## src/rtl/trq_pkg.sv

```systemverilog
package trq_pkg;

  // Queue geometry.
  localparam int QUEUE_DEPTH = 16;
  localparam int ID_BITS     = 16;

  // Widths of the channel fields.
  localparam int KIND_W = 3;
  localparam int TID_W  = 16;
  localparam int STAT_W = 2;
  localparam int OCC_W  = 5;

  // Only the low bits of the 16-bit id field that the slots can hold are kept.
  localparam int KEY_W = (ID_BITS < TID_W) ? ID_BITS : TID_W;
  localparam int CNT_W = $clog2(QUEUE_DEPTH + 1);
  localparam int IDX_W = $clog2(QUEUE_DEPTH);

  typedef enum logic [KIND_W-1:0] {
    K_PUSH   = 3'd0,
    K_POP    = 3'd1,
    K_PEEK   = 3'd2,
    K_FIND   = 3'd3,
    K_REMOVE = 3'd4
  } kind_e;

  typedef enum logic [STAT_W-1:0] {
    ST_OK        = 2'd0,
    ST_EMPTY     = 2'd1,
    ST_NOT_FOUND = 2'd2,
    ST_FULL      = 2'd3
  } status_e;

  typedef enum logic {
    S_IDLE,
    S_RUN
  } state_e;

  // Controls broadcast from the sequencer to every slot cell.
  typedef struct packed {
    logic             start;  // new item taken: seed the scan token at the head
    logic             adv;    // move the scan token one cell toward the tail
    logic             stop;   // item finished: drop the scan token
    logic             shift;  // close the gap: cells not yet passed take the right id
    logic [KEY_W-1:0] key;    // id under search, or id to append
  } cell_ctl_t;

endpackage

```

## src/rtl/trq_req_if.sv

```systemverilog
interface trq_req_if import trq_pkg::*; ();
  logic              valid;
  logic              ready;
  logic [KIND_W-1:0] kind;
  logic [TID_W-1:0]  thread_id;

  modport source (output valid, output kind, output thread_id, input ready);
  modport sink (input valid, input kind, input thread_id, output ready);
endinterface

```

## src/rtl/trq_rsp_if.sv

```systemverilog
interface trq_rsp_if import trq_pkg::*; ();
  logic              valid;
  logic              ready;
  logic [TID_W-1:0]  result_id;
  logic [STAT_W-1:0] status;
  logic [OCC_W-1:0]  occupancy;

  modport source (output valid, output result_id, output status, output occupancy,
                  input ready);
  modport sink (input valid, input result_id, input status, input occupancy,
                output ready);
endinterface

```

## src/rtl/trq_cell.sv

```systemverilog
module trq_cell import trq_pkg::*; (
  input  logic             clk_i,
  input  logic             rst_ni,
  input  cell_ctl_t        ctl_i,
  input  logic             occ_i,
  input  logic             load_i,
  input  logic             tok_i,
  input  logic [KEY_W-1:0] right_id_i,
  output logic             tok_o,
  output logic [KEY_W-1:0] id_o,
  output logic             hit_o
);

  logic             tok_q, tok_d;
  logic             passed_q, passed_d;
  logic [KEY_W-1:0] id_q, id_d;

  // The scan token enters at the head and walks one cell per step.
  always_comb begin
    tok_d = tok_q;
    if (ctl_i.stop) begin
      tok_d = 1'b0;
    end else if (ctl_i.start || ctl_i.adv) begin
      tok_d = tok_i;
    end
  end

  // A cell is marked once the token has left it; such cells hold on a removal.
  always_comb begin
    passed_d = passed_q;
    if (ctl_i.start) begin
      passed_d = 1'b0;
    end else if (ctl_i.adv) begin
      passed_d = passed_q | tok_q;
    end
  end

  // Slot contents: append at the tail or take the neighbor's id to close a gap.
  always_comb begin
    id_d = id_q;
    if (load_i) begin
      id_d = ctl_i.key;
    end else if (ctl_i.shift && !passed_q) begin
      id_d = right_id_i;
    end
  end

  always_ff @(posedge clk_i or negedge rst_ni) begin
    if (!rst_ni) begin
      tok_q    <= 1'b0;
      passed_q <= 1'b0;
    end else begin
      tok_q    <= tok_d;
      passed_q <= passed_d;
    end
  end

  always_ff @(posedge clk_i) begin
    id_q <= id_d;
  end

  assign tok_o = tok_q;
  assign id_o  = id_q;
  assign hit_o = tok_q & occ_i & (id_q == ctl_i.key);

endmodule

```

## src/rtl/trq_chain.sv

```systemverilog
module trq_chain import trq_pkg::*; (
  input  logic                   clk_i,
  input  logic                   rst_ni,
  input  cell_ctl_t              ctl_i,
  input  logic [QUEUE_DEPTH-1:0] occ_i,
  input  logic [QUEUE_DEPTH-1:0] load_i,
  output logic [KEY_W-1:0]       head_id_o,
  output logic                   hit_o
);

  logic [QUEUE_DEPTH-1:0] tok;
  logic [QUEUE_DEPTH-1:0] hit;
  logic [KEY_W-1:0]       ids [QUEUE_DEPTH];

  // Slot 0 is the head; each cell passes its token right and takes ids from the right.
  for (genvar i = 0; i < QUEUE_DEPTH; i++) begin : g_cell
    logic             tok_in;
    logic [KEY_W-1:0] right_id;

    if (i == 0) begin : g_head
      assign tok_in = ctl_i.start;
    end else begin : g_body
      assign tok_in = tok[i-1];
    end

    if (i == QUEUE_DEPTH - 1) begin : g_tail
      assign right_id = ids[i];
    end else begin : g_mid
      assign right_id = ids[i+1];
    end

    trq_cell u_cell (
      .clk_i      (clk_i),
      .rst_ni     (rst_ni),
      .ctl_i      (ctl_i),
      .occ_i      (occ_i[i]),
      .load_i     (load_i[i]),
      .tok_i      (tok_in),
      .right_id_i (right_id),
      .tok_o      (tok[i]),
      .id_o       (ids[i]),
      .hit_o      (hit[i])
    );
  end

  // At most one cell holds the token, so a plain OR finds the match.
  assign hit_o     = |hit;
  assign head_id_o = ids[0];

endmodule

```

## src/rtl/thread_ready_queue_top.sv

```systemverilog
// Ordered ready queue of up to QUEUE_DEPTH thread ids, held as a row of slot
// cells with the head in slot 0. One request is taken at a time. Push, pop,
// peek and unknown kinds finish in the run state once the output register is
// free. Find and remove walk a token from the head toward the tail, one slot
// per cycle while the output register is free, and finish when the token
// meets the first matching id or the last held id. A removal closes the gap
// behind the match. The result waits in an output register; while it is not
// taken, a finished item holds the block.
module thread_ready_queue_top import trq_pkg::*; (
  input  logic      clk_i,
  input  logic      rst_ni,
  trq_req_if.sink   req,
  trq_rsp_if.source rsp
);

  state_e           state_q, state_d;
  kind_e            kind_q;
  logic [KEY_W-1:0] key_q;
  logic [IDX_W-1:0] scan_q;
  logic [CNT_W-1:0] count_q, count_d;

  logic              rsp_valid_q;
  logic [TID_W-1:0]  rid_q;
  logic [STAT_W-1:0] stat_q;
  logic [OCC_W-1:0]  occ_q;

  logic                   accept;
  logic                   out_free;
  logic                   done;
  logic                   shift;
  logic                   push_en;
  status_e                res_stat;
  logic [KEY_W-1:0]       res_id;
  logic [KEY_W-1:0]       head_id;
  logic                   hit_any;
  logic [QUEUE_DEPTH-1:0] occ;
  logic [QUEUE_DEPTH-1:0] load;
  cell_ctl_t              ctl;

  assign accept   = req.valid & req.ready;
  assign out_free = !rsp_valid_q | rsp.ready;

  // Next state.
  always_comb begin
    state_d = state_q;
    case (state_q)
      S_IDLE: begin
        if (req.valid) begin
          state_d = S_RUN;
        end
      end
      S_RUN: begin
        if (done) begin
          state_d = S_IDLE;
        end
      end
      default: state_d = S_IDLE;
    endcase
  end

  // State outputs.
  always_comb begin
    req.ready = 1'b0;
    case (state_q)
      S_IDLE:  req.ready = 1'b1;
      S_RUN:   req.ready = 1'b0;
      default: req.ready = 1'b0;
    endcase
  end

  // Operation decode: decide the result and the change to the queue.
  always_comb begin
    done     = 1'b0;
    shift    = 1'b0;
    push_en  = 1'b0;
    res_stat = ST_OK;
    res_id   = '0;
    count_d  = count_q;
    if (state_q == S_RUN && out_free) begin
      case (kind_q)
        K_PUSH: begin
          done = 1'b1;
          if (count_q == CNT_W'(QUEUE_DEPTH)) begin
            res_stat = ST_FULL;
          end else begin
            push_en = 1'b1;
            count_d = count_q + 1'b1;
            res_id  = key_q;
          end
        end
        K_POP, K_PEEK: begin
          done = 1'b1;
          if (count_q == '0) begin
            res_stat = ST_EMPTY;
          end else begin
            res_id = head_id;
            if (kind_q == K_POP) begin
              shift   = 1'b1;
              count_d = count_q - 1'b1;
            end
          end
        end
        K_FIND, K_REMOVE: begin
          if (count_q == '0) begin
            done     = 1'b1;
            res_stat = ST_EMPTY;
          end else if (hit_any) begin
            done   = 1'b1;
            res_id = key_q;
            if (kind_q == K_REMOVE) begin
              shift   = 1'b1;
              count_d = count_q - 1'b1;
            end
          end else if (CNT_W'(scan_q) + 1'b1 == count_q) begin
            done     = 1'b1;
            res_stat = ST_NOT_FOUND;
          end
        end
        default: begin
          done = 1'b1;
        end
      endcase
    end
  end

  // Cell controls and per-slot occupancy and append select.
  always_comb begin
    ctl.start = accept;
    ctl.adv   = (state_q == S_RUN) && out_free && !done;
    ctl.stop  = done;
    ctl.shift = shift;
    ctl.key   = key_q;
    for (int i = 0; i < QUEUE_DEPTH; i++) begin
      occ[i]  = CNT_W'(i) < count_q;
      load[i] = push_en && (count_q == CNT_W'(i));
    end
  end

  trq_chain u_chain (
    .clk_i     (clk_i),
    .rst_ni    (rst_ni),
    .ctl_i     (ctl),
    .occ_i     (occ),
    .load_i    (load),
    .head_id_o (head_id),
    .hit_o     (hit_any)
  );

  // Control registers.
  always_ff @(posedge clk_i or negedge rst_ni) begin
    if (!rst_ni) begin
      state_q     <= S_IDLE;
      count_q     <= '0;
      scan_q      <= '0;
      rsp_valid_q <= 1'b0;
    end else begin
      state_q <= state_d;
      count_q <= count_d;
      if (accept) begin
        scan_q <= '0;
      end else if (ctl.adv) begin
        scan_q <= scan_q + 1'b1;
      end
      if (done) begin
        rsp_valid_q <= 1'b1;
      end else if (rsp.ready) begin
        rsp_valid_q <= 1'b0;
      end
    end
  end

  // Request and result payload registers.
  always_ff @(posedge clk_i) begin
    if (accept) begin
      kind_q <= kind_e'(req.kind);
      key_q  <= req.thread_id[KEY_W-1:0];
    end
    if (done) begin
      rid_q  <= TID_W'(res_id);
      stat_q <= res_stat;
      occ_q  <= OCC_W'(count_d);
    end
  end

  assign rsp.valid     = rsp_valid_q;
  assign rsp.result_id = rid_q;
  assign rsp.status    = stat_q;
  assign rsp.occupancy = occ_q;

endmodule

```

## src/flat_wrapper.sv

```systemverilog
// flat-port wrapper written by rule: the top's interface ports become plain ports
module thread_ready_queue_top_flat import trq_pkg::*;
  (clk_i, rst_ni, req_valid, req_kind, req_thread_id, req_ready, rsp_valid, rsp_result_id, rsp_status, rsp_occupancy, rsp_ready);
  trq_req_if req_i ();
  trq_rsp_if rsp_i ();
  input  logic clk_i;
  input  logic rst_ni;
  input wire logic [$bits(req_i.valid)-1:0] req_valid;
  input wire logic [$bits(req_i.kind)-1:0] req_kind;
  input wire logic [$bits(req_i.thread_id)-1:0] req_thread_id;
  output wire logic [$bits(req_i.ready)-1:0] req_ready;
  output wire logic [$bits(rsp_i.valid)-1:0] rsp_valid;
  output wire logic [$bits(rsp_i.result_id)-1:0] rsp_result_id;
  output wire logic [$bits(rsp_i.status)-1:0] rsp_status;
  output wire logic [$bits(rsp_i.occupancy)-1:0] rsp_occupancy;
  input wire logic [$bits(rsp_i.ready)-1:0] rsp_ready;
  assign req_i.valid = req_valid;
  assign req_i.kind = req_kind;
  assign req_i.thread_id = req_thread_id;
  assign req_ready = req_i.ready;
  assign rsp_valid = rsp_i.valid;
  assign rsp_result_id = rsp_i.result_id;
  assign rsp_status = rsp_i.status;
  assign rsp_occupancy = rsp_i.occupancy;
  assign rsp_i.ready = rsp_ready;
  thread_ready_queue_top u_core (.clk_i(clk_i), .rst_ni(rst_ni), .req(req_i), .rsp(rsp_i));
endmodule
```

## config.mk

```make
export PLATFORM = sky130hd
export DESIGN_NAME = thread_ready_queue_top_flat
export DESIGN_NICKNAME = d
export VERILOG_FILES = /design/src/rtl/trq_pkg.sv /design/src/rtl/trq_req_if.sv /design/src/rtl/trq_rsp_if.sv /design/src/rtl/trq_cell.sv /design/src/rtl/trq_chain.sv /design/src/rtl/thread_ready_queue_top.sv /design/src/flat_wrapper.sv
export SDC_FILE = /design/constraint.sdc
export NUM_CORES = 1
export LEC_CHECK = 0
export ABC_AREA = 1
export CELL_PAD_IN_SITES_DETAIL_PLACEMENT = 2
export CELL_PAD_IN_SITES_GLOBAL_PLACEMENT = 2
export CORE_UTILIZATION = 35
export DETAILED_ROUTE_END_ITERATION = 7
export DONT_BUFFER_PORTS = 1
export GPL_TIMING_DRIVEN = 0
export PLACE_DENSITY_LB_ADDON = 0.1
export SKIP_LAST_GASP = 1
export SLEW_MARGIN = 25
export SYNTH_ARGS = -nofsm -noshare
export SYNTH_HDL_FRONTEND = slang
export SYNTH_SLANG_ARGS = --single-unit
```

## constraint.sdc

```tcl
create_clock -name clk_i -period 4.1 [get_ports clk_i]
set_input_delay 0.615 -clock clk_i [delete_from_list [all_inputs] [get_ports clk_i]]
set_output_delay 0.615 -clock clk_i [all_outputs]
set_load 0.05 [all_outputs]
```

# Word-level counts from Yosys, hierarchy flattened
# Cells that the tools add are included.
[totals] register_bits=340 out_inout_bits=25 latch_bits=0 romBits=0 ramBits=0 memories=0
[op_classes] eq_ne=37 div_mod_pow=0 n_mux=134 addsub=4 n_mul=0 n_lt_le_gt_ge=16 n_shift=0 n_reduce_logical=74 bitwise_logic=50
[op_table] cell="2-to-1 mux 16 bit" count=34
[op_table] cell="equality test 16 bit" count=16
[op_table] cell="2-to-1 mux 1 bit" count=81
[op_table] cell="one-hot mux 16 bit (3 select lines)" count=1
[op_table] cell="equality test 5 x 4 -> 1 bit (second input constant)" count=8
[op_table] cell="less-than comparator 4 x 5 -> 1 bit (first input constant)" count=8
[op_table] cell="nonzero test 2 bit" count=18
[op_table] cell="2-to-1 mux 5 bit" count=7
[op_table] cell="bitwise AND 1 bit" count=33
[op_table] cell="logical AND 1 bit" count=33
[op_table] cell="equality test 5 x 3 -> 1 bit (second input constant)" count=4
[op_table] cell="less-than comparator 3 x 5 -> 1 bit (first input constant)" count=4
[op_table] cell="zero test 1 bit" count=17
[op_table] cell="bitwise OR 1 bit" count=16
[op_table] cell="OR reduction 16 bit" count=1
[op_table] cell="one-hot mux 5 bit (3 select lines)" count=1
[op_table] cell="equality test 5 x 2 -> 1 bit (second input constant)" count=2
[op_table] cell="less-than comparator 1 x 5 -> 1 bit (first input constant)" count=2
[op_table] cell="less-than comparator 2 x 5 -> 1 bit (first input constant)" count=2
[op_table] cell="2-to-1 mux 2 bit" count=4
[op_table] cell="2-to-1 mux 4 bit" count=2
[op_table] cell="equality test 3 x 2 -> 1 bit (second input constant)" count=2
[op_table] cell="one-hot mux 1 bit (2 select lines)" count=3
[op_table] cell="one-hot mux 2 bit (3 select lines)" count=1
[op_table] cell="14 further kinds" count=15

# Longest topological paths before layout
[depth] depth_word=13 mapped_depth=21 ltp_nobuf=18

# Cells and area by module
# A second synthesis with hierarchy kept.
[unflattened] hier_cells=2550 area_unflattened_um2=19577.5
[modules_own_cells] mod="trq_cell" cells_each=138 area_each_um2=1042.2 instances=16
[modules_own_cells] mod="thread_ready_queue_top" cells_each=327 area_each_um2=2845.2 instances=1
[modules_own_cells] mod="trq_chain" cells_each=15 area_each_um2=56.3 instances=1

# Least setup slack after synthesis
# No wires, ideal clock.
[synth_path] path_kind="reg2reg" from="register u_core.key_q[15]" to="register u_core.u_chain.g_cell[10].u_cell.id_q[0] (enable)" t_arrival_ns=2.854 synth_period_minus_slack_ns=3.265 path_slack_ns=0.835 setup_ns=0.411 stages_incl_launch_ff=18 required_ns=3.689 cell_sequence="edfxtp_1 > buf_2 > inv_2 > buf_4 > nand2_1 > nand2_1 > nand2_1 > nor2_1 > nand3_1 > nor2_1 > nor2_1 > nand2_1 > nor2_2 > nand2_4 > nand2_2 > nand2_2 > nand3_4 > o21ai_0"
[synth_via] elab_chain_len=9 elab_cells_between_ends=39
[synth_lines] element="start: declaration" line_no="thread_ready_queue_top.sv:18" source="logic [KEY_W-1:0] key_q;"
[synth_lines] element="start signal: assignment" line_no="thread_ready_queue_top.sv:176" source="key_q <= req.thread_id[KEY_W-1:0];"
[synth_lines] element="equality test 16 bit" line_no="trq_cell.sv:64" source="assign hit_o = tok_q & occ_i & (id_q == ctl_i.key);"
[synth_lines] element="bitwise AND 1 bit" line_no="trq_cell.sv:64"
[synth_lines] element="OR reduction 16 bit *" line_no="trq_chain.sv:47" source="assign hit_o = |hit;"
[synth_lines] element="2-to-1 mux 1 bit *" line_no="thread_ready_queue_top.sv:107" source="end else if (hit_any) begin"
[synth_lines] element="2-to-1 mux 1 bit *" line_no="thread_ready_queue_top.sv:104" source="if (count_q == '0) begin"
[synth_lines] element="one-hot mux 1 bit (2 select lines) *" line_no="thread_ready_queue_top.sv:80" source="case (kind_q)"
[synth_lines] element="2-to-1 mux 1 bit *" line_no="thread_ready_queue_top.sv:79" source="if (state_q == S_RUN && out_free) begin"
[synth_lines] element="logical AND 1 bit *" line_no="trq_cell.sv:43" source="end else if (ctl_i.shift && !passed_q) begin"
[synth_lines] element="nonzero test 2 bit (no source line) *"
[synth_lines] element="end signal: assignment" line_no="trq_cell.sv:59" source="id_q <= id_d;"
[synth_lines] element="end: declaration" line_no="trq_cell.sv:16" source="logic [KEY_W-1:0] id_q, id_d;"
# Every way passes the cells marked *; elsewhere a longest branch is shown, timed or not.
# A chain may end at the register's enable or synchronous reset.

# Worst setup path in the final report
[layout_path] from="register u_core.key_q[12]" to="register u_core.u_chain.g_cell[8].u_cell.id_q[3] (enable)"
[layout_via] elab_chain_len=9 elab_cells_between_ends=39
[layout_lines] element="equality test 16 bit" line_no="trq_cell.sv:64"
[layout_lines] element="bitwise AND 1 bit" line_no="trq_cell.sv:64"
[layout_lines] element="OR reduction 16 bit *" line_no="trq_chain.sv:47"
[layout_lines] element="2-to-1 mux 1 bit *" line_no="thread_ready_queue_top.sv:107"
[layout_lines] element="2-to-1 mux 1 bit *" line_no="thread_ready_queue_top.sv:104"
[layout_lines] element="one-hot mux 1 bit (2 select lines) *" line_no="thread_ready_queue_top.sv:80"
[layout_lines] element="2-to-1 mux 1 bit *" line_no="thread_ready_queue_top.sv:79"
[layout_lines] element="logical AND 1 bit *" line_no="trq_cell.sv:43"
[layout_lines] element="nonzero test 2 bit (no source line) *"
[layout_lines] element="end signal: assignment" line_no="trq_cell.sv:59"
[layout_lines] element="end: declaration" line_no="trq_cell.sv:16"
# Marks and branches as above.

==> results.md <==
* Outcome: complete, but fails checks
* Failing checks: negative setup slack
* Setup ws final at -0.0144 ns
* Site row count at 85
* Number of synthesized flops with an enable pin at between 200 and 300
* Clk buf depth at 3
* CP Max Fanout at 16
* Crit path DAT at around 4.4 ns
* Metal2 WL at ~46 mm
* Leading cell type by number of instances after synthesis: nand2_1
* RSZ-0062 raised after global routing: yes
* CTS Sinks at 340
* # port buffers at 0
* Dominant synthesized flop cell: edfxtp_1
* # DRC at 0
* Cell family with the largest share of critical-path delay: simple AND/OR/NAND/NOR gates
* Top Layer Used: met5
* Area leader, netlist: edfxtp_1
* CP bufs+invs at 5
* Initial Util at 0.354
* Total core area at between 50000 and 60000 um2
* MaxCap Viol Count at 0
* Detailed-route wire length at between 90 and 100 mm
* CTS Buf Count at 43
* Via count at 17608
* Finished Layout Cells at around 3200
* Slowest cell on the critical path: edfxtp_1
* First-pass GRT wire length at 135 mm
* Crit path time final at approximately 4.1 ns
* Post-synthesis register bit count at 340
* GRT overflow at 0
* Kind of critical path: reg2reg
* Antenna-violating nets left at 0
* Crit path launch type: register
* Maximum vdd drop at 0.294 mV
* TritonCTS clock tree: done
* Critical Path End Type: register
* ANT cells at 0
* Fmax at about 0.24 GHz
* # H-tree levels at 2
* Largest net degree at the start of global routing at 43
* Routed WL per cell at approximately 30 um
* Top cell type's share of synthesized area at 0.471
* Layout Nets at about 2500
* Placer Congestion at 0.929
* Slew @ Worst Pin at 1.20 ns
* IO Pins at 48
* Via-to-Cell Ratio at 5.56
* Synth Net Count at between 2000 and 2500
* CTS root buf: clkbuf_16
* Die ar. at around 55000 um2
* Sequential area share after synthesis at 0.526
* Cell count after placement at ~3100
* Post-Synthesis Cell Area at 19000 um2
* Async S/R FF share, synth at 0.124
* Design Power at about 0.012 W
* Yosys warns at 0
* Slew HR at 0.201
* Required @ worst endpoint at 4.38 ns
* Post-Syn Area per Cell at approximately 8 um2
* Share of cells above drive strength 1 at 0.0926
* Tightest Hold Check Type: in2reg
* Slew Limit Fails at 0
* Crit share post-route at 1.00
* WHS at approximately 0.12 ns
* Critical Path Most Common Cell: nand2_1
* GRT Total Usage at 0.345
* Vias in the first global route at between 15000 and 20000
* Fin. Hold Viols at 0
* Synth Instances at around 2400
* Syn-to-layout area delta at 15.3%
* Hpwl dp at ~67 mm
* Cell variety after synth at 40
* Height of the chip at between 200 and 250 um
* Top cells by count, synth: 862 x nand2_1, 305 x o21ai_0, 298 x edfxtp_1, 232 x inv_1, 203 x nor2_1
* Leak pwr at just under 10 nW
* Dpl ws at -0.660 ns
* Synth area leaders: edfxtp_1 47%, nand2_1 17%, o21ai_0 8.0%
* Final setup fails at a little under 60
* Initial antenna violation count at 7
* CP peak stage delay at around 0.42 ns
* Pre-Repair DR Iteration Count at 5
* Initial detailed-routing violation count at between 1000 and 1500
* Clk_lat worst skew at around 0.60 ns
* Chip width at 235 um
* Met1 wire length at between 30 and 40 mm
* PwrDens at ~570 nW/um2
* Clock Pin Slew Worst Setup and Hold Paths at around 0.060 ns
* CP Cell Sequence: buf_4 -> inv_4 -> buf_4 -> nand2_1 -> nand2_1 -> nand2_1 -> nor2_1 -> nand3_1 -> nor2_1 -> nor2_1 -> nand2_1 -> nor2_2 -> nand2_4 -> nand2_2 -> nand2_2 -> nand3_4 -> buf_6 -> o21ai_4 -> buf_12
* WL met3 at around 5.4 mm
* Final Skew at ~0.024 ns
## worst paths after layout
| check | startpoint | to | slack (ns) | cells after the start |
|---|---|---|---|---|
| min in group asynchronous | rst_ni | u_core.count_q[3] | 0.54 | 2 |
| max in group asynchronous | rst_ni | u_core.u_chain.g_cell[10].u_cell.passed_q | 3.29 | 2 |
| setup reg to reg | u_core.key_q[12] | u_core.u_chain.g_cell[8].u_cell.id_o[3] | -0.01 | 19 |
| setup / recovery | u_core.key_q[12] | u_core.u_chain.g_cell[8].u_cell.id_o[3] | -0.01 | 19 |
| hold / removal | req_thread_id[12] | u_core.key_q[12] | 0.12 | 0 |
| hold reg to reg | u_core.key_q[15] | u_core.u_chain.g_cell[15].u_cell.id_o[15] | 0.47 | 0 |
## flip-flops by register name (all words and copies together), names as in the netlist
signal	cells
u_core.u_chain.g_cell.u_cell.tok_o	16
u_core.key_q	16
u_core.u_chain.g_cell.u_cell.passed_q	15
u_core.scan_q	4
u_core.u_chain.g_cell.u_cell.id_o	256
u_core.rsp.occupancy	5
u_core.rsp.valid	1
u_core.state_q	1
u_core.count_q	5
u_core.rsp.result_id	16
u_core.rsp.status	2
u_core.kind_q	3
## power by group
part | leakage [nW] | internal, W | switching (W) | total (W)
clock network | 0.722 | 0.00246 | 0.00162 | 0.00407
logic | 5.66 | 0.000844 | 0.00263 | 0.00348
registers | 3.27 | 0.00428 | 0.000661 | 0.00494
total | 9.65 | 0.00758 | 0.00491 | 0.0125
## repair_timing
action,CTS,global route
endpoints found under the setup margin,249,170
gates resized for setup,14,4
setup buffers,22,0
pin swaps,9,0
hold endpoints to repair,42,0
hold buffers,2,0
## cell type report
type | count | area, um2
Sequential cell | 340 | 10000
Buffer | 125 | 694
Clock inverter | 19 | 240
Clock buffer | 60 | 1220
Inverter | 254 | 966
Timing Repair Buffer | 32 | 435
Tap cell | 696 | 871
Fill cell | 6046 | 31800
Multi-Input combinational cell | 1642 | 7480
## layer usage
metal	global-route usage	up-vias
li1	-	7735
met4	0.159	2
met1	0.438	9081
met3	0.0446	198
met5	0	-
met2	0.586	592
## logic make-up (layout without fill, tap and decap cells)
| kind of cell | count (synthesis) | in the layout | synth area share |
|---|---|---|---|
| xor gates and xnor gates | 68 | 68 | 0.0313 |
| adders and majority gates | 6 | 6 | 0.00395 |
| DFF | 340 | 340 | 0.526 |
| and+or+nand+nor | 1181 | 1181 | 0.247 |
| muxes | 1 | 1 | 0.000527 |
| buffers and inverters | 379 | 490 | 0.0860 |
| AOI/OAI and AO/OA | 386 | 386 | 0.104 |
## worst register-to-register path: stages (launching register included)
cell,delay (ns)
edfxtp_1,0.42
buf_4,0.27
inv_4,0.29
buf_4,0.39
nand2_1,0.09
nand2_1,0.08
nand2_1,0.07
nor2_1,0.27
nand3_1,0.12
nor2_1,0.29
nor2_1,0.09
nand2_1,0.09
nor2_2,0.05
nand2_4,0.14
nand2_2,0.11
nand2_2,0.12
nand3_4,0.22
buf_6,0.30
o21ai_4,0.21
buf_12,0.17
## cell usage in the layout, fill, tap and decap left out, types with 5 or more instances in the layout
master / instances
o21ai_0: 299
clkbuf_1: 72
nand2_1: 862
clkbuf_16: 46
ha_1: 6
inv_4: 5
nor3_1: 9
nand4_1: 8
clkbuf_2: 7
nand3_1: 60
buf_6: 17
inv_1: 232
buf_2: 17
o21ai_4: 11
dfrtp_1: 42
or2_2: 8
o21ai_1: 32
xnor2_1: 34
clkinv_2: 9
inv_2: 17
a21oi_1: 34
bufinv_16: 6
nor2_1: 202
edfxtp_1: 298
nor2_2: 7
buf_12: 12
buf_4: 40
xor2_1: 34
nand3_2: 5
## per-stage QoR
step | utilization | instance area (um2) | TNS [ns]
after floorplan | - | 19000 | 0
after global placement | 0.370 | 19900 | -142.70
after detailed placement | 0.372 | 20000 | -104.46
after CTS | 0.408 | 21900 | 0
after global routing | 0.408 | 21900 | -0.120
final | 0.408 | 21900 | -0.352
(Power assumes the default switching activity.)
